### config.mk
export PLATFORM = sky130hd
export DESIGN_NAME = line_rasterizer_with_clip_flat
export DESIGN_NICKNAME = d
export VERILOG_FILES = /design/src/rtl/lrc_pkg.sv /design/src/rtl/lrc_channels.sv /design/src/rtl/lrc_front.sv /design/src/rtl/lrc_cmd_queue.sv /design/src/rtl/lrc_stepper.sv /design/src/rtl/lrc_pixel_out.sv /design/src/rtl/line_rasterizer_with_clip.sv /design/src/flat_wrapper.sv
export SDC_FILE = /design/constraint.sdc
export NUM_CORES = 1
export LEC_CHECK = 0
export ABC_AREA = 1
export BUFFER_PORTS_ARGS = -buffer_cell sky130_fd_sc_hd__buf_2
export CORE_UTILIZATION = 31
export DETAILED_ROUTE_END_ITERATION = 8
export GPL_TIMING_DRIVEN = 0
export PLACE_DENSITY_LB_ADDON = 0.12
export SYNTH_ARGS = -nofsm -noshare
export SYNTH_HDL_FRONTEND = slang
export SYNTH_SLANG_ARGS = --single-unit
### constraint.sdc
create_clock -name clock -period 8.6 [get_ports clock]
set_clock_uncertainty 0.2 [all_clocks]
set_input_delay 1.72 -clock clock [delete_from_list [all_inputs] [get_ports clock]]
set_output_delay 1.72 -clock clock [all_outputs]
set_load 0.05 [all_outputs]
### src/rtl/lrc_pkg.sv
// Shared types and constants of the line rasterizer with display clip.
// No dependencies; every other file imports this package.
package lrc_pkg;

   localparam int COORD_W    = 16;
   localparam int ERR_W      = 17;
   localparam int ADDR_W     = 20;
   localparam int COLOR_W    = 16;
   localparam int CSR_DIM_W  = 11;
   localparam int CSR_IDX_W  = 2;
   localparam int CSR_DATA_W = 16;
   localparam int QUEUE_DEPTH = 2;
   localparam int QPTR_W      = 1;
   localparam int QCNT_W      = 2;

   // operation codes of an input item
   localparam logic OP_START = 1'b0;
   localparam logic OP_STEP  = 1'b1;

   // configuration register indexes
   localparam logic [CSR_IDX_W-1:0] CSR_DISPLAY_WIDTH  = 2'd0;
   localparam logic [CSR_IDX_W-1:0] CSR_DISPLAY_HEIGHT = 2'd1;
   localparam logic [CSR_IDX_W-1:0] CSR_PEN_COLOR      = 2'd2;

   localparam logic [CSR_DIM_W-1:0] WIDTH_RESET  = 11'd320;
   localparam logic [CSR_DIM_W-1:0] HEIGHT_RESET = 11'd240;
   localparam logic [COLOR_W-1:0]   COLOR_RESET  = 16'd0;

   // decoded command passed from the front end to the stepper
   typedef struct packed {
      logic               op;
      logic               x_neg;
      logic               y_neg;
      logic               x_major;
      logic [COORD_W-1:0] major;
      logic [COORD_W-1:0] minor;
      logic [COORD_W-1:0] x;
      logic [COORD_W-1:0] y;
   } cmd_type;

   // one pixel leaving the stepper
   typedef struct packed {
      logic [COORD_W-1:0] x;
      logic [COORD_W-1:0] y;
      logic               last;
   } pixel_type;

endpackage

### src/rtl/lrc_channels.sv
// Valid/ready channel interfaces for requests and pixel responses.
// Depends on lrc_pkg for field widths.
interface lrc_req_if import lrc_pkg::*; ();
   logic               valid;
   logic               ready;
   logic               operation;
   logic [COORD_W-1:0] x_start;
   logic [COORD_W-1:0] y_start;
   logic [COORD_W-1:0] x_end;
   logic [COORD_W-1:0] y_end;

   modport source (output valid, operation, x_start, y_start, x_end, y_end, input ready);
   modport sink   (input valid, operation, x_start, y_start, x_end, y_end, output ready);
endinterface

interface lrc_rsp_if import lrc_pkg::*; ();
   logic               valid;
   logic               ready;
   logic               in_bounds;
   logic [COORD_W-1:0] pixel_x;
   logic [COORD_W-1:0] pixel_y;
   logic [ADDR_W-1:0]  address;
   logic [COLOR_W-1:0] color;
   logic               last;

   modport source (output valid, in_bounds, pixel_x, pixel_y, address, color, last,
                   input ready);
   modport sink   (input valid, in_bounds, pixel_x, pixel_y, address, color, last,
                   output ready);
endinterface

### src/rtl/lrc_front.sv
// Front end: accepts request transfers and decodes a start into deltas and directions.
// Depends on lrc_pkg and lrc_req_if.
module lrc_front import lrc_pkg::*; (
   lrc_req_if.sink     req_bus,
   output logic        push_valid,
   output cmd_type     push_cmd,
   input  logic        push_ready
);

   logic               x_neg;
   logic               y_neg;
   logic [COORD_W-1:0] dx;
   logic [COORD_W-1:0] dy;
   logic               x_major;

   always_comb begin
      x_neg   = req_bus.x_end < req_bus.x_start;
      y_neg   = req_bus.y_end < req_bus.y_start;
      dx      = x_neg ? req_bus.x_start - req_bus.x_end : req_bus.x_end - req_bus.x_start;
      dy      = y_neg ? req_bus.y_start - req_bus.y_end : req_bus.y_end - req_bus.y_start;
      x_major = dx >= dy;   // ties go to x

      push_cmd.op      = req_bus.operation;
      push_cmd.x_neg   = x_neg;
      push_cmd.y_neg   = y_neg;
      push_cmd.x_major = x_major;
      push_cmd.major   = x_major ? dx : dy;
      push_cmd.minor   = x_major ? dy : dx;
      push_cmd.x       = req_bus.x_start;
      push_cmd.y       = req_bus.y_start;
   end

   assign push_valid    = req_bus.valid;
   assign req_bus.ready = push_ready;

endmodule

### src/rtl/lrc_cmd_queue.sv
// Two-entry command queue between the front end and the stepper.
// Depends on lrc_pkg.
module lrc_cmd_queue import lrc_pkg::*; (
   input  logic    clock,
   input  logic    reset,
   input  logic    push_valid,
   input  cmd_type push_cmd,
   output logic    push_ready,
   output logic    pop_valid,
   output cmd_type pop_cmd,
   input  logic    pop_ready
);

   cmd_type             entry_ff [QUEUE_DEPTH];
   logic [QPTR_W-1:0]   wr_ptr_ff, wr_ptr_in;
   logic [QPTR_W-1:0]   rd_ptr_ff, rd_ptr_in;
   logic [QCNT_W-1:0]   count_ff, count_in;
   logic                push;
   logic                pop;

   assign push_ready = count_ff != QCNT_W'(QUEUE_DEPTH);
   assign pop_valid  = count_ff != '0;
   assign pop_cmd    = entry_ff[rd_ptr_ff];
   assign push       = push_valid && push_ready;
   assign pop        = pop_valid && pop_ready;

   always_comb begin
      wr_ptr_in = push ? wr_ptr_ff + 1'b1 : wr_ptr_ff;
      rd_ptr_in = pop ? rd_ptr_ff + 1'b1 : rd_ptr_ff;
      count_in  = count_ff;
      if (push && !pop) begin
         count_in = count_ff + 1'b1;
      end else if (pop && !push) begin
         count_in = count_ff - 1'b1;
      end
   end

   always_ff @(posedge clock) begin
      if (reset) begin
         wr_ptr_ff <= '0;
         rd_ptr_ff <= '0;
         count_ff  <= '0;
      end else begin
         wr_ptr_ff <= wr_ptr_in;
         rd_ptr_ff <= rd_ptr_in;
         count_ff  <= count_in;
      end
   end

   always_ff @(posedge clock) begin
      if (push) begin
         entry_ff[wr_ptr_ff] <= push_cmd;
      end
   end

`ifndef SYNTHESIS
   a_count_bound: assert property (@(posedge clock) disable iff (reset)
      count_ff <= QCNT_W'(QUEUE_DEPTH))
      else $error("command queue count exceeds depth");
   a_ptr_gap: assert property (@(posedge clock) disable iff (reset)
      (count_ff == '0 || count_ff == QCNT_W'(QUEUE_DEPTH)) |-> wr_ptr_ff == rd_ptr_ff)
      else $error("command queue pointers disagree with count");
`endif

endmodule

### src/rtl/lrc_stepper.sv
// Back end: Bresenham state and per-step pixel generation, one command per cycle while the pixel output is not stalled.
// Depends on lrc_pkg.
module lrc_stepper import lrc_pkg::*; (
   input  logic      clock,
   input  logic      reset,
   input  logic      cmd_valid,
   input  cmd_type   cmd,
   output logic      cmd_ready,
   output logic      pix_valid,
   output pixel_type pix,
   input  logic      pix_ready
);

   logic               active_ff, active_in;
   logic [COORD_W-1:0] cur_x_ff, cur_x_in;
   logic [COORD_W-1:0] cur_y_ff, cur_y_in;
   logic [ERR_W-1:0]   err_ff, err_in;
   logic [COORD_W-1:0] major_ff, major_in;
   logic [COORD_W-1:0] minor_ff, minor_in;
   logic               x_major_ff, x_major_in;
   logic               x_neg_ff, x_neg_in;
   logic               y_neg_ff, y_neg_in;
   logic [COORD_W-1:0] steps_ff, steps_in;
   logic               pv_ff, pv_in;
   pixel_type          pix_ff, pix_in;

   logic               pop;
   logic               emit;
   logic [ERR_W-1:0]   err_sum;
   logic               minor_move;
   logic [COORD_W-1:0] x_move;
   logic [COORD_W-1:0] y_move;

   assign cmd_ready = !pv_ff || pix_ready;
   assign pop       = cmd_valid && cmd_ready;
   assign emit      = pop && cmd.op == OP_STEP && active_ff;

   always_comb begin
      err_sum    = err_ff + ERR_W'(minor_ff);
      minor_move = err_sum >= ERR_W'(major_ff);
      x_move     = x_neg_ff ? cur_x_ff - 1'b1 : cur_x_ff + 1'b1;
      y_move     = y_neg_ff ? cur_y_ff - 1'b1 : cur_y_ff + 1'b1;

      active_in  = active_ff;
      cur_x_in   = cur_x_ff;
      cur_y_in   = cur_y_ff;
      err_in     = err_ff;
      major_in   = major_ff;
      minor_in   = minor_ff;
      x_major_in = x_major_ff;
      x_neg_in   = x_neg_ff;
      y_neg_in   = y_neg_ff;
      steps_in   = steps_ff;

      if (pop && cmd.op == OP_START) begin
         // load a new line, abandoning any running one
         active_in  = cmd.major != '0;
         cur_x_in   = cmd.x;
         cur_y_in   = cmd.y;
         err_in     = ERR_W'(cmd.major >> 1);
         major_in   = cmd.major;
         minor_in   = cmd.minor;
         x_major_in = cmd.x_major;
         x_neg_in   = cmd.x_neg;
         y_neg_in   = cmd.y_neg;
         steps_in   = cmd.major;
      end else if (emit) begin
         err_in   = minor_move ? err_sum - ERR_W'(major_ff) : err_sum;
         cur_x_in = (x_major_ff || minor_move) ? x_move : cur_x_ff;
         cur_y_in = (!x_major_ff || minor_move) ? y_move : cur_y_ff;
         steps_in = steps_ff - 1'b1;
         active_in = steps_ff != COORD_W'(1);
      end

      pv_in  = emit ? 1'b1 : (pix_ready ? 1'b0 : pv_ff);
      pix_in = pix_ff;
      if (emit) begin
         pix_in.x    = cur_x_in;
         pix_in.y    = cur_y_in;
         pix_in.last = steps_ff == COORD_W'(1);
      end
   end

   always_ff @(posedge clock) begin
      if (reset) begin
         active_ff  <= 1'b0;
         cur_x_ff   <= '0;
         cur_y_ff   <= '0;
         err_ff     <= '0;
         major_ff   <= '0;
         minor_ff   <= '0;
         x_major_ff <= 1'b0;
         x_neg_ff   <= 1'b0;
         y_neg_ff   <= 1'b0;
         steps_ff   <= '0;
         pv_ff      <= 1'b0;
      end else begin
         active_ff  <= active_in;
         cur_x_ff   <= cur_x_in;
         cur_y_ff   <= cur_y_in;
         err_ff     <= err_in;
         major_ff   <= major_in;
         minor_ff   <= minor_in;
         x_major_ff <= x_major_in;
         x_neg_ff   <= x_neg_in;
         y_neg_ff   <= y_neg_in;
         steps_ff   <= steps_in;
         pv_ff      <= pv_in;
      end
   end

   always_ff @(posedge clock) begin
      pix_ff <= pix_in;
   end

   assign pix_valid = pv_ff;
   assign pix       = pix_ff;

`ifndef SYNTHESIS
   a_active_steps: assert property (@(posedge clock) disable iff (reset)
      active_ff |-> steps_ff != '0)
      else $error("line active with no steps left");
   a_degenerate: assert property (@(posedge clock) disable iff (reset)
      (pop && cmd.op == OP_START && cmd.major == '0) |=> !active_ff)
      else $error("degenerate line left active");
   a_last_ends: assert property (@(posedge clock) disable iff (reset)
      (emit && steps_ff == COORD_W'(1)) |=> (!active_ff && pv_ff && pix_ff.last))
      else $error("final pixel did not end the line");
`endif

endmodule

### src/rtl/lrc_pixel_out.sv
// Clip test, frame buffer address and response register for each pixel.
// Depends on lrc_pkg and lrc_rsp_if.
module lrc_pixel_out import lrc_pkg::*; #(
   parameter int MAX_W = 1024,
   parameter int MAX_H = 1024
) (
   input  logic                 clock,
   input  logic                 reset,
   input  logic [CSR_DIM_W-1:0] display_width,
   input  logic [CSR_DIM_W-1:0] display_height,
   input  logic [COLOR_W-1:0]   pen_color,
   input  logic                 pix_valid,
   input  pixel_type            pix,
   output logic                 pix_ready,
   lrc_rsp_if.source            rsp_bus
);

   localparam int WB     = $clog2(MAX_W + 1);
   localparam int HB     = $clog2(MAX_H + 1);
   localparam int CWW    = (WB > CSR_DIM_W) ? WB : CSR_DIM_W;
   localparam int CWH    = (HB > CSR_DIM_W) ? HB : CSR_DIM_W;
   localparam int PROD_W = HB + WB;
   localparam int SUM_W  = ((PROD_W > COORD_W) ? PROD_W : COORD_W) + 1;
   localparam int EXT_W  = (SUM_W > ADDR_W) ? SUM_W : ADDR_W;

   logic [WB-1:0]      w_eff;
   logic [HB-1:0]      h_eff;
   logic               in_clip;

   logic               s2_v_ff, s2_v_in;
   logic [COORD_W-1:0] s2_x_ff;
   logic [COORD_W-1:0] s2_y_ff;
   logic               s2_in_ff;
   logic               s2_last_ff;
   logic [PROD_W-1:0]  s2_prod_ff, s2_prod_in;

   logic               out_v_ff, out_v_in;
   logic               out_ok;
   logic               s2_ok;
   logic [EXT_W-1:0]   addr_sum;

   // saturate the clip bounds at the display maximum
   always_comb begin
      w_eff  = (CWW'(display_width) > CWW'(MAX_W)) ? WB'(MAX_W) : WB'(display_width);
      h_eff  = (CWH'(display_height) > CWH'(MAX_H)) ? HB'(MAX_H) : HB'(display_height);
      in_clip = (pix.x < COORD_W'(w_eff)) && (pix.y < COORD_W'(h_eff));
      s2_prod_in = PROD_W'(pix.y[HB-1:0]) * PROD_W'(w_eff);
      addr_sum   = EXT_W'(s2_prod_ff) + EXT_W'(s2_x_ff);
   end

   assign out_ok    = !out_v_ff || rsp_bus.ready;
   assign s2_ok     = !s2_v_ff || out_ok;
   assign pix_ready = s2_ok;

   always_comb begin
      s2_v_in  = pix_valid ? 1'b1 : (out_ok ? 1'b0 : s2_v_ff);
      out_v_in = (s2_v_ff && out_ok) ? 1'b1 : (rsp_bus.ready ? 1'b0 : out_v_ff);
   end

   always_ff @(posedge clock) begin
      if (reset) begin
         s2_v_ff  <= 1'b0;
         out_v_ff <= 1'b0;
      end else begin
         s2_v_ff  <= s2_v_in;
         out_v_ff <= out_v_in;
      end
   end

   always_ff @(posedge clock) begin
      if (pix_valid && s2_ok) begin
         s2_x_ff    <= pix.x;
         s2_y_ff    <= pix.y;
         s2_in_ff   <= in_clip;
         s2_last_ff <= pix.last;
         s2_prod_ff <= s2_prod_in;
      end
      if (s2_v_ff && out_ok) begin
         rsp_bus.in_bounds <= s2_in_ff;
         rsp_bus.pixel_x   <= s2_x_ff;
         rsp_bus.pixel_y   <= s2_y_ff;
         rsp_bus.address   <= s2_in_ff ? addr_sum[ADDR_W-1:0] : '0;
         rsp_bus.color     <= pen_color;
         rsp_bus.last      <= s2_last_ff;
      end
   end

   assign rsp_bus.valid = out_v_ff;

`ifndef SYNTHESIS
   a_clip_addr: assert property (@(posedge clock) disable iff (reset)
      (rsp_bus.valid && !rsp_bus.in_bounds) |-> rsp_bus.address == '0)
      else $error("clipped pixel carries an address");
   a_no_drop: assert property (@(posedge clock) disable iff (reset)
      (s2_v_ff && !out_ok) |=> s2_v_ff)
      else $error("held pixel lost from the address stage");
`endif

endmodule

### src/rtl/line_rasterizer_with_clip.sv
// Top level of the Bresenham line rasterizer with display clip.
// Depends on lrc_pkg, lrc_channels, lrc_front, lrc_cmd_queue, lrc_stepper, lrc_pixel_out.
//
//   channel   direction  handshake          carries
//   req_bus   in         valid/ready        operation, x_start, y_start, x_end, y_end
//   rsp_bus   out        valid/ready        in_bounds, pixel_x, pixel_y, address, color, last
//   csr_*     in         write enable only  display_width, display_height, pen_color
//
// One request transfer per cycle is sustained while rsp_bus is ready; a step's pixel reaches
// rsp_bus after its request passes the queue entry, the stepper pixel register, the multiply
// register and the response register. The combinational error add/compare/subtract sets the rate.
// A two-entry queue decouples decode from stepping, so requests keep transferring while
// a finished pixel waits on rsp_bus, until the stages fill and the stall backs up to req_bus.
// Synchronous active-high reset clears all control state and loads the register defaults
// (width 320, height 240, color 0); no clearing pass is needed.
module line_rasterizer_with_clip import lrc_pkg::*; #(
   parameter int MAX_DISPLAY_WIDTH  = 1024,
   parameter int MAX_DISPLAY_HEIGHT = 1024
) (
   input  logic                  clock,
   input  logic                  reset,
   lrc_req_if.sink               req_bus,
   lrc_rsp_if.source             rsp_bus,
   input  logic                  csr_write_enable,
   input  logic [CSR_IDX_W-1:0]  csr_index,
   input  logic [CSR_DATA_W-1:0] csr_write_data
);

   // configuration registers; the user must write them only while the engine is idle (not enforced)
   logic [CSR_DIM_W-1:0] width_ff, width_in;
   logic [CSR_DIM_W-1:0] height_ff, height_in;
   logic [COLOR_W-1:0]   color_ff, color_in;

   // front end to queue
   logic      push_valid;
   logic      push_ready;
   cmd_type   push_cmd;

   // queue to stepper
   logic      cmd_valid;
   logic      cmd_ready;
   cmd_type   cmd;

   // stepper to clip/address stage
   logic      pix_valid;
   logic      pix_ready;
   pixel_type pix;

   always_comb begin
      width_in  = width_ff;
      height_in = height_ff;
      color_in  = color_ff;
      if (csr_write_enable) begin
         unique case (csr_index)
            CSR_DISPLAY_WIDTH:  width_in  = csr_write_data[CSR_DIM_W-1:0];
            CSR_DISPLAY_HEIGHT: height_in = csr_write_data[CSR_DIM_W-1:0];
            CSR_PEN_COLOR:      color_in  = csr_write_data[COLOR_W-1:0];
            default: ;  // unused index: drop the write
         endcase
      end
   end

   always_ff @(posedge clock) begin
      if (reset) begin
         width_ff  <= WIDTH_RESET;
         height_ff <= HEIGHT_RESET;
         color_ff  <= COLOR_RESET;
      end else begin
         width_ff  <= width_in;
         height_ff <= height_in;
         color_ff  <= color_in;
      end
   end

   // decode: a start becomes deltas, directions and the major axis
   lrc_front u_front (
      .req_bus    (req_bus),
      .push_valid (push_valid),
      .push_cmd   (push_cmd),
      .push_ready (push_ready)
   );

   // short queue so decode and stepping stall independently
   lrc_cmd_queue u_queue (
      .clock      (clock),
      .reset      (reset),
      .push_valid (push_valid),
      .push_cmd   (push_cmd),
      .push_ready (push_ready),
      .pop_valid  (cmd_valid),
      .pop_cmd    (cmd),
      .pop_ready  (cmd_ready)
   );

   // Bresenham state: one command retired per cycle while the pixel output is not stalled
   lrc_stepper u_stepper (
      .clock     (clock),
      .reset     (reset),
      .cmd_valid (cmd_valid),
      .cmd       (cmd),
      .cmd_ready (cmd_ready),
      .pix_valid (pix_valid),
      .pix       (pix),
      .pix_ready (pix_ready)
   );

   // clip, y*width+x and the response register
   lrc_pixel_out #(
      .MAX_W (MAX_DISPLAY_WIDTH),
      .MAX_H (MAX_DISPLAY_HEIGHT)
   ) u_pixel_out (
      .clock          (clock),
      .reset          (reset),
      .display_width  (width_ff),
      .display_height (height_ff),
      .pen_color      (color_ff),
      .pix_valid      (pix_valid),
      .pix            (pix),
      .pix_ready      (pix_ready),
      .rsp_bus        (rsp_bus)
   );

endmodule
### src/flat_wrapper.sv
// flat-port wrapper written by rule: the top's interface ports become plain ports
module line_rasterizer_with_clip_flat import lrc_pkg::*;
#(
   parameter int MAX_DISPLAY_WIDTH  = 1024,
   parameter int MAX_DISPLAY_HEIGHT = 1024
)
  (clock, reset, csr_write_enable, csr_index, csr_write_data, req_bus_valid, req_bus_operation, req_bus_x_start, req_bus_y_start, req_bus_x_end, req_bus_y_end, req_bus_ready, rsp_bus_valid, rsp_bus_in_bounds, rsp_bus_pixel_x, rsp_bus_pixel_y, rsp_bus_address, rsp_bus_color, rsp_bus_last, rsp_bus_ready);
  lrc_req_if req_bus_i ();
  lrc_rsp_if rsp_bus_i ();
  input  logic clock;
  input  logic reset;
  input  logic csr_write_enable;
  input  logic [CSR_IDX_W-1:0] csr_index;
  input  logic [CSR_DATA_W-1:0] csr_write_data;
  input wire logic [$bits(req_bus_i.valid)-1:0] req_bus_valid;
  input wire logic [$bits(req_bus_i.operation)-1:0] req_bus_operation;
  input wire logic [$bits(req_bus_i.x_start)-1:0] req_bus_x_start;
  input wire logic [$bits(req_bus_i.y_start)-1:0] req_bus_y_start;
  input wire logic [$bits(req_bus_i.x_end)-1:0] req_bus_x_end;
  input wire logic [$bits(req_bus_i.y_end)-1:0] req_bus_y_end;
  output wire logic [$bits(req_bus_i.ready)-1:0] req_bus_ready;
  output wire logic [$bits(rsp_bus_i.valid)-1:0] rsp_bus_valid;
  output wire logic [$bits(rsp_bus_i.in_bounds)-1:0] rsp_bus_in_bounds;
  output wire logic [$bits(rsp_bus_i.pixel_x)-1:0] rsp_bus_pixel_x;
  output wire logic [$bits(rsp_bus_i.pixel_y)-1:0] rsp_bus_pixel_y;
  output wire logic [$bits(rsp_bus_i.address)-1:0] rsp_bus_address;
  output wire logic [$bits(rsp_bus_i.color)-1:0] rsp_bus_color;
  output wire logic [$bits(rsp_bus_i.last)-1:0] rsp_bus_last;
  input wire logic [$bits(rsp_bus_i.ready)-1:0] rsp_bus_ready;
  assign req_bus_i.valid = req_bus_valid;
  assign req_bus_i.operation = req_bus_operation;
  assign req_bus_i.x_start = req_bus_x_start;
  assign req_bus_i.y_start = req_bus_y_start;
  assign req_bus_i.x_end = req_bus_x_end;
  assign req_bus_i.y_end = req_bus_y_end;
  assign req_bus_ready = req_bus_i.ready;
  assign rsp_bus_valid = rsp_bus_i.valid;
  assign rsp_bus_in_bounds = rsp_bus_i.in_bounds;
  assign rsp_bus_pixel_x = rsp_bus_i.pixel_x;
  assign rsp_bus_pixel_y = rsp_bus_i.pixel_y;
  assign rsp_bus_address = rsp_bus_i.address;
  assign rsp_bus_color = rsp_bus_i.color;
  assign rsp_bus_last = rsp_bus_i.last;
  assign rsp_bus_i.ready = rsp_bus_ready;
  line_rasterizer_with_clip #(.MAX_DISPLAY_WIDTH(MAX_DISPLAY_WIDTH), .MAX_DISPLAY_HEIGHT(MAX_DISPLAY_HEIGHT)) u_core (.clock(clock), .reset(reset), .req_bus(req_bus_i), .rsp_bus(rsp_bus_i), .csr_write_enable(csr_write_enable), .csr_index(csr_index), .csr_write_data(csr_write_data));
endmodule
# --- Word-level counts from Yosys, hierarchy flattened ---
# Memory sizes are Yosys's and may differ from the RTL's. A register that Yosys moved wholly into a read port is not among the register bits.
# Cells that the tools add are included.
op_classes:
  add_sub_neg: 16
  n_mul: 1
  magnitude_cmp: 8
  eq_ne: 5
  n_mux: 33
  bitwise_logic: 1
  reduce_logical: 33
op_table:
  columns: ["cell", "n"]
  rows:
  - ["two-way mux 16 bit", 14]
  - ["subtractor 16 bit", 4]
  - ["subtractor 16 x 1 -> 16 bit (second input constant)", 3]
  - ["adder 16 x 1 -> 16 bit (second input constant)", 2]
  - ["less-than comparator 16 x 11 -> 1 bit", 2]
  - ["less-than comparator 16 bit", 2]
  - ["two-way mux 15 bit", 2]
  - ["greater-than comparator 11 bit (second input constant)", 2]
  - ["two-way mux 11 bit", 2]
  - ["adder 20 x 16 -> 20 bit", 1]
  - ["multiplier 11 x 11 -> 20 bit", 1]
  - ["adder 17 x 16 -> 17 bit", 1]
  - [">= comparator 17 x 16 -> 1 bit", 1]
  - ["two-way mux 17 bit", 1]
  - ["subtractor 17 x 16 -> 17 bit", 1]
  - ["== test 16 x 1 -> 1 bit (second input constant)", 1]
  - [">= comparator 16 bit", 1]
  - ["!= test 16 x 1 -> 1 bit (second input constant)", 1]
  - ["nonzero test 16 bit", 1]
  - ["two-way mux 1 bit", 12]
  - ["nonzero test 2 bit", 6]
  - ["logical AND 1 bit", 10]
  - ["zero test 1 bit", 6]
  - ["AND reduction 2 bit", 3]
  - ["11 further kinds", 17]
totals:
  regBits: 303
  ram_bits: 136
  input_bits: 88
  output_inout_bits: 72
  wordCells: 132
  mem_count: 1
memory_table:
  columns: ["name", "words", "word_bits", "read_ports", "rd_ports_with_merged_regs", "write_ports", "line", "rtl"]
  rows:
  - ["u_core.u_queue.entry_ff", 2, 68, 1, 1, 1, "lrc_cmd_queue.sv:14", "cmd_type entry_ff [QUEUE_DEPTH];"]

# --- Depth between registers and ports, before layout ---
logic_depth:
  word_depth: 9
  mapped_depth: 29
  mapped_depth_nobuf: 27

# --- Hierarchy ---
# A second synthesis with hierarchy kept.
unflattened:
  cells_unflattened: 3654
  area_unflattened_um2: 30183.9
modules_own_cells:
  columns: ["mod", "n_inst", "cells_per_inst", "area_per_inst_um2", "seq_area_each_um2"]
  rows:
  - ["lrc_pixel_out", 1, 893, 9059.9, 3763.6]
  - ["lrc_stepper", 1, 1262, 9022.4, 3032.9]
  - ["lrc_front", 1, 1013, 5263.8, 0.0]
  - ["lrc_cmd_queue", 1, 249, 5236.3, 4184.0]
  - ["line_rasterizer_with_clip", 1, 237, 1601.5, 760.7]

# --- Worst setup path after synthesis ---
# No wires, ideal clock.
synth_path:
  kind: "register to register"
  startpoint: "register u_core.width_ff[0]"
  endpoint: "register u_core.u_pixel_out.s2_prod_ff[18], data pin"
  setup_time_ns: 0.258
  arrival_time_ns: 5.182
  t_required_ns: 8.142
  path_slack_ns: 2.960
  stages_incl_launch_ff: 24
  n_path_buf: 0
  synth_period_minus_slack_ns: 5.640
  cell_sequence: "dfxtp_1 nor2_1 nand3_1 o21ai_1 inv_1 nor2_1 inv_1 nor2_1 fa_1 fa_1 fa_1 fa_1 inv_1 fa_1 inv_1 ha_1 nand2_1 nor2_1 nand2_1 o21ai_0 a21oi_1 nor2_1 nor2_1 xnor2_1"
synth_via:
  elab_chain_cells: 3
synth_rtl:
  columns: ["item", "line", "rtl"]
  rows:
  - ["start, declared", "line_rasterizer_with_clip.sv:30", "logic [CSR_DIM_W-1:0] width_ff, width_in;"]
  - ["start signal, assigned", "line_rasterizer_with_clip.sv:69", "width_ff <= width_in;"]
  - ["greater-than comparator 11 bit", "lrc_pixel_out.sv:44", "w_eff = (CWW'(display_width) > CWW'(MAX_W)) ? WB'(MAX_W) : WB'(display_width);"]
  - ["two-way mux 11 bit (*)", "lrc_pixel_out.sv:44", null]
  - ["multiplier 11 x 11 -> 20 bit (*)", "lrc_pixel_out.sv:47", "s2_prod_in = PROD_W'(pix.y[HB-1:0]) * PROD_W'(w_eff);"]
  - ["named net u_core.u_pixel_out.s2_prod_in[18]", "lrc_pixel_out.sv:35", "logic [PROD_W-1:0] s2_prod_ff, s2_prod_in;"]
  - ["end signal, assigned", "lrc_pixel_out.sv:76", "s2_prod_ff <= s2_prod_in;"]
  - ["end, declared", "lrc_pixel_out.sv:35", null]
# Mark *: on every way through the listed nets, which the timed path passes. The rest lies on a longest branch.
# A chain may end at the register's enable or synchronous reset.

# --- Worst setup path after layout ---
# Same ends and word-level chain as after synthesis.

==> out/metrics.yaml <==
yosys:
  ys_types: 62
  synth.net_count: 3782
  synthArstFlopShare_pct: 0
  synthFlopType: "edfxtp_1"
  synth-edff-count: 293
  syn_inst: 3378
  yosys_warnings: 0
  synthTopCellsByArea: "edfxtp_1, nand2_1, dfxtp_1"
  synth_top_area_cell: "edfxtp_1"
  ys_seq_area_share_pct: 40.8
  yosys.area.top_type_share_pct: 30.6
  synth_area_mm2: 0.0288
  avgSynthCellArea_um2: 8.52
  synth-seq-cells: 440
die:
  initial_core_util_pct: 31.4
  rows: 111
  io_pins: 160
  die_width_um: 307
  fp.dieArea_mm2: 0.0941
  die_y_um: 307
  coreArea_mm2: 0.0918
global_routing:
  use_met1_pct: 24.3
  antenna_found_initial: 4
  grt_pass1_wl_mm: 135
  grt_pass1_vias: 22800
  grt_use_met3_pct: 2.03
  top_usage_layer: "met2"
  grt_max_degree: 43
  grt_util_all_layers_pct: 18.8
  grtUsageMet2_pct: 32.8
  grt-ovfl-total: 0
routing:
  first_pass_iters: 5
  drt_iter0_drc: 1264
  vias: 22700
  vias_per_cell: 4.65
  drc: 0
  detail-route-antenna-nets: 0
  routed_wl_mm: 88.4
  routedWlPerCell_um: 18.1
final_layout:
  instances_no_fill: 4890
  layout.nets: 4003
  design_area_mm2: 0.0332
  drive_gt1_share_pct: 11.2
  syn2layout_area_growth_pct: 15.3
timing:
  fin_ws_ns: 1.69
  rsz0062_at_grt: "false"
  fin_crit_sh_pct: 80.4
  finalHoldViolCount: 0
  setup_viol: 0
  slew_headroom_pct: 25.9
  period_needed_ns: 6.91
  worst_pin_slew_ns: 1.11
  fmax_mhz: 145
  slew_violations: 0
  tns_ns: 0
  hold_slack_ns: 0.215
worst_setup_path:
  cp.arrival_ns: 7.05
  cp_data_required_time_ns: 8.74
  cp-startpoint: "u_core.width_ff[0]$_SDFFE_PP0P_"
  worst-r2r-setup-slack_ns: 1.69
  endpoint: "u_core.u_pixel_out.s2_prod_ff[18]$_DFFE_PP_"
  reg2reg_to: "u_core.u_pixel_out.s2_prod_ff[18]$_DFFE_PP_"
  critPathCaptureType: "flop"
  reg2reg_depth: 23
  worstPathMaxFanout: 9
  crit_type: "flop to flop"
  startpoint_type: "flop"
  r2r_start: "u_core.width_ff[0]$_SDFFE_PP0P_"
clocking:
  clockBufferDepth: 3
  ctsHoldBuffers: 0
  clockRootBuffer: "clkbuf_16"
  cts-resized-gates: 0
  clock_latency_ns: 0.62
  tritoncts: "yes"
  clkTransAtPathRegs_ns: 0.06
  cts_sinks: 440
  numCtsBuffers: 54
  cts-htree-levels: 2
  post_cts_buffers: 0
power_and_ir_drop:
  power_density_mw_per_mm2: 317
  clockPowerShare_pct: 23.0
  p_switching_w: 0.00457
  irDropWorstVdd_uv: 215
  p_int_w: 0.00595
  swShare_pct: 43.5
  p_leak_nw: 15.2
  seq_power_share_pct: 28.4
  comb_power_share_pct: 48.6
flow_run:
  maxCapViolations: 0
placement:
  placedCellCount: 4786
  dp_worst_setup_slack_ns: 1.64
  routabilityCongestion: 0.885
  dpl_cell_area_mm2: 0.0313
  port_buffers: 158
  hpwl_mm: 71.1
min_path:
  hp-class: "flop to flop"
outcome:
  status: "finished, final reports clean"
==> kinds of logic (layout without fill, tap and decap cells) <==
logic type	after synthesis	after routing	synth area share, %
flops	440	440	40.8
other cells	0	2	0
xor+xnor	116	116	3.53
simple gates	1260	1260	18.5
mux	17	17	0.591
compound gates	622	622	12.4
buf+inv	607	874	8.14
fa+ha+maj	316	316	16.0
==> cell usage after synthesis, types with 18 or more instances <==
cell and instances:
a31oi_1 24, o22ai_1 20, o21ai_1 28, o211ai_1 18
xor2_1 83, inv_1 496, nand2_2 31, fa_1 88
ha_1 228, nand4_1 28, buf_2 26, a21oi_1 235
nand2_1 790, a21o_1 23, o21ai_0 184, nor2_1 224
o21bai_1 20, clkbuf_1 55, edfxtp_1 293, xnor2_1 33
nand3_1 115, nand3_2 21, dfxtp_1 147, a21oi_2 22
==> power by group through the flow <==
stage	Clock, W	Sequential [W]	Combinational, W
after CTS	0.00248	0.00299	0.00517
final	0.00242	0.00299	0.00511
after global placement	0	0.00306	0.00512
after global routing	0.00256	0.00303	0.00578
after detailed placement	0	0.00303	0.00514
after floorplan	0	0.00298	0.00361
==> metrics by stage <==
| stage | total power (W) | utilization [%] |
|---|---|---|
| floorplan | 0.00659 | - |
| global placement | 0.00818 | 33.9 |
| detailed placement | 0.00817 | 34.1 |
| CTS | 0.0106 | 36.1 |
| global route | 0.0114 | 36.1 |
| finish | 0.0105 | 36.2 |
==> routing by layer <==
metal | vias to the layer above | routed length (µm)
met4 | 2 | 2570
li1 | 11600 | -
met5 | - | 13
met1 | 10700 | 40300
met2 | 339 | 43000
met3 | 115 | 2550
==> worst max-delay path, cell delays in order (launching register included) <==
cell and delay, ns:
dfxtp_1 0.38, nor2_1 0.13, nand3_1 0.07, o21ai_1 0.57, inv_1 0.17, nor2_1 0.63
inv_1 0.30, nor2_1 0.21, fa_1 0.47, fa_1 0.58, fa_1 0.43, fa_1 0.49
inv_1 0.05, fa_1 0.52, inv_1 0.05, ha_1 0.36, nand2_1 0.14, nor2_1 0.15
nand2_1 0.06, o21ai_0 0.27, a21oi_1 0.11, nor2_1 0.10, nor2_1 0.05, xnor2_1 0.14
==> cells in the final DEF (no fill, tap or decap), types with 13 or more instances in the layout <==
| cell type | n |
|---|---|
| nor3_1 | 13 |
| inv_2 | 18 |
| buf_2 | 184 |
| o21ai_1 | 28 |
| nand2_1 | 790 |
| ha_1 | 228 |
| clkbuf_16 | 59 |
| nand3_1 | 115 |
| dfxtp_1 | 147 |
| nor2_1 | 221 |
| a21oi_1 | 235 |
| nand4_1 | 28 |
| o21ai_0 | 184 |
| edfxtp_1 | 293 |
| mux2i_1 | 17 |
| xor2_1 | 83 |
| nand2_2 | 31 |
| o21bai_1 | 20 |
| a31oi_1 | 24 |
| nand3_2 | 21 |
| clkbuf_1 | 67 |
| xnor2_1 | 33 |
| inv_1 | 495 |
| o211ai_1 | 18 |
| o22ai_1 | 20 |
| a21o_1 | 23 |
| a21oi_2 | 22 |
| fa_1 | 88 |
==> layout make-up <==
class | instances | area (µm²)
clock inverter | 26 | 297
antenna | 2 | 5.00
multi-input combinational | 2331 | 14700
buffer | 90 | 402
timing repair buffer | 165 | 938
inverter | 517 | 1940
fill | 9655 | 58600
clock buffer | 76 | 1590
sequential | 440 | 11700
tap | 1243 | 1560
==> sequential cells by signal, indices dropped and copies added (netlist names), 2 cells and up, named ones only <==
signal and count:
u_core.width_ff 11, u_core.u_queue.count_ff 2, u_core.u_stepper.cur_y_ff 16, u_core.u_pixel_out.rsp_bus.pixel_y 16, u_core.u_pixel_out.s2_x_ff 16, u_core.u_stepper.cur_x_ff 16
u_core.u_pixel_out.rsp_bus.address 20, u_core.u_stepper.err_ff 17, u_core.u_pixel_out.s2_y_ff 16, u_core.color_ff 16, u_core.u_stepper.steps_ff 16, u_core.u_stepper.minor_ff 16
u_core.u_pixel_out.rsp_bus.color 16, u_core.u_stepper.major_ff 16, u_core.u_queue.entry_ff 136, u_core.u_pixel_out.s2_prod_ff 20, u_core.height_ff 11, u_core.u_stepper.pix 33
u_core.u_pixel_out.rsp_bus.pixel_x 16
==> how the worst min path moves through the flow <==
stage / from / endpoint / slack, ns / cells after the start
5_1_grt: u_core.u_pixel_out.s2_y_ff[7]$_DFFE_PP_ / u_core.u_pixel_out.rsp_bus.pixel_y[7]$_DFFE_PP_ / 0.22 / 0
2_1_floorplan: u_core.u_pixel_out.s2_last_ff$_DFFE_PP_ / u_core.u_pixel_out.rsp_bus.last$_DFFE_PP_ / 0.20 / 0
3_5_place_dp: u_core.u_pixel_out.s2_y_ff[3]$_DFFE_PP_ / u_core.u_pixel_out.rsp_bus.pixel_y[3]$_DFFE_PP_ / 0.20 / 0
3_3_place_gp: u_core.u_stepper.pix[0]$_DFFE_PP_ / u_core.u_pixel_out.s2_last_ff$_DFFE_PP_ / 0.20 / 0
4_1_cts: u_core.u_pixel_out.s2_y_ff[7]$_DFFE_PP_ / u_core.u_pixel_out.rsp_bus.pixel_y[7]$_DFFE_PP_ / 0.22 / 0
6_report: u_core.u_pixel_out.s2_y_ff[7]$_DFFE_PP_ / u_core.u_pixel_out.rsp_bus.pixel_y[7]$_DFFE_PP_ / 0.22 / 0
Power figures use the tool's default switching activity.
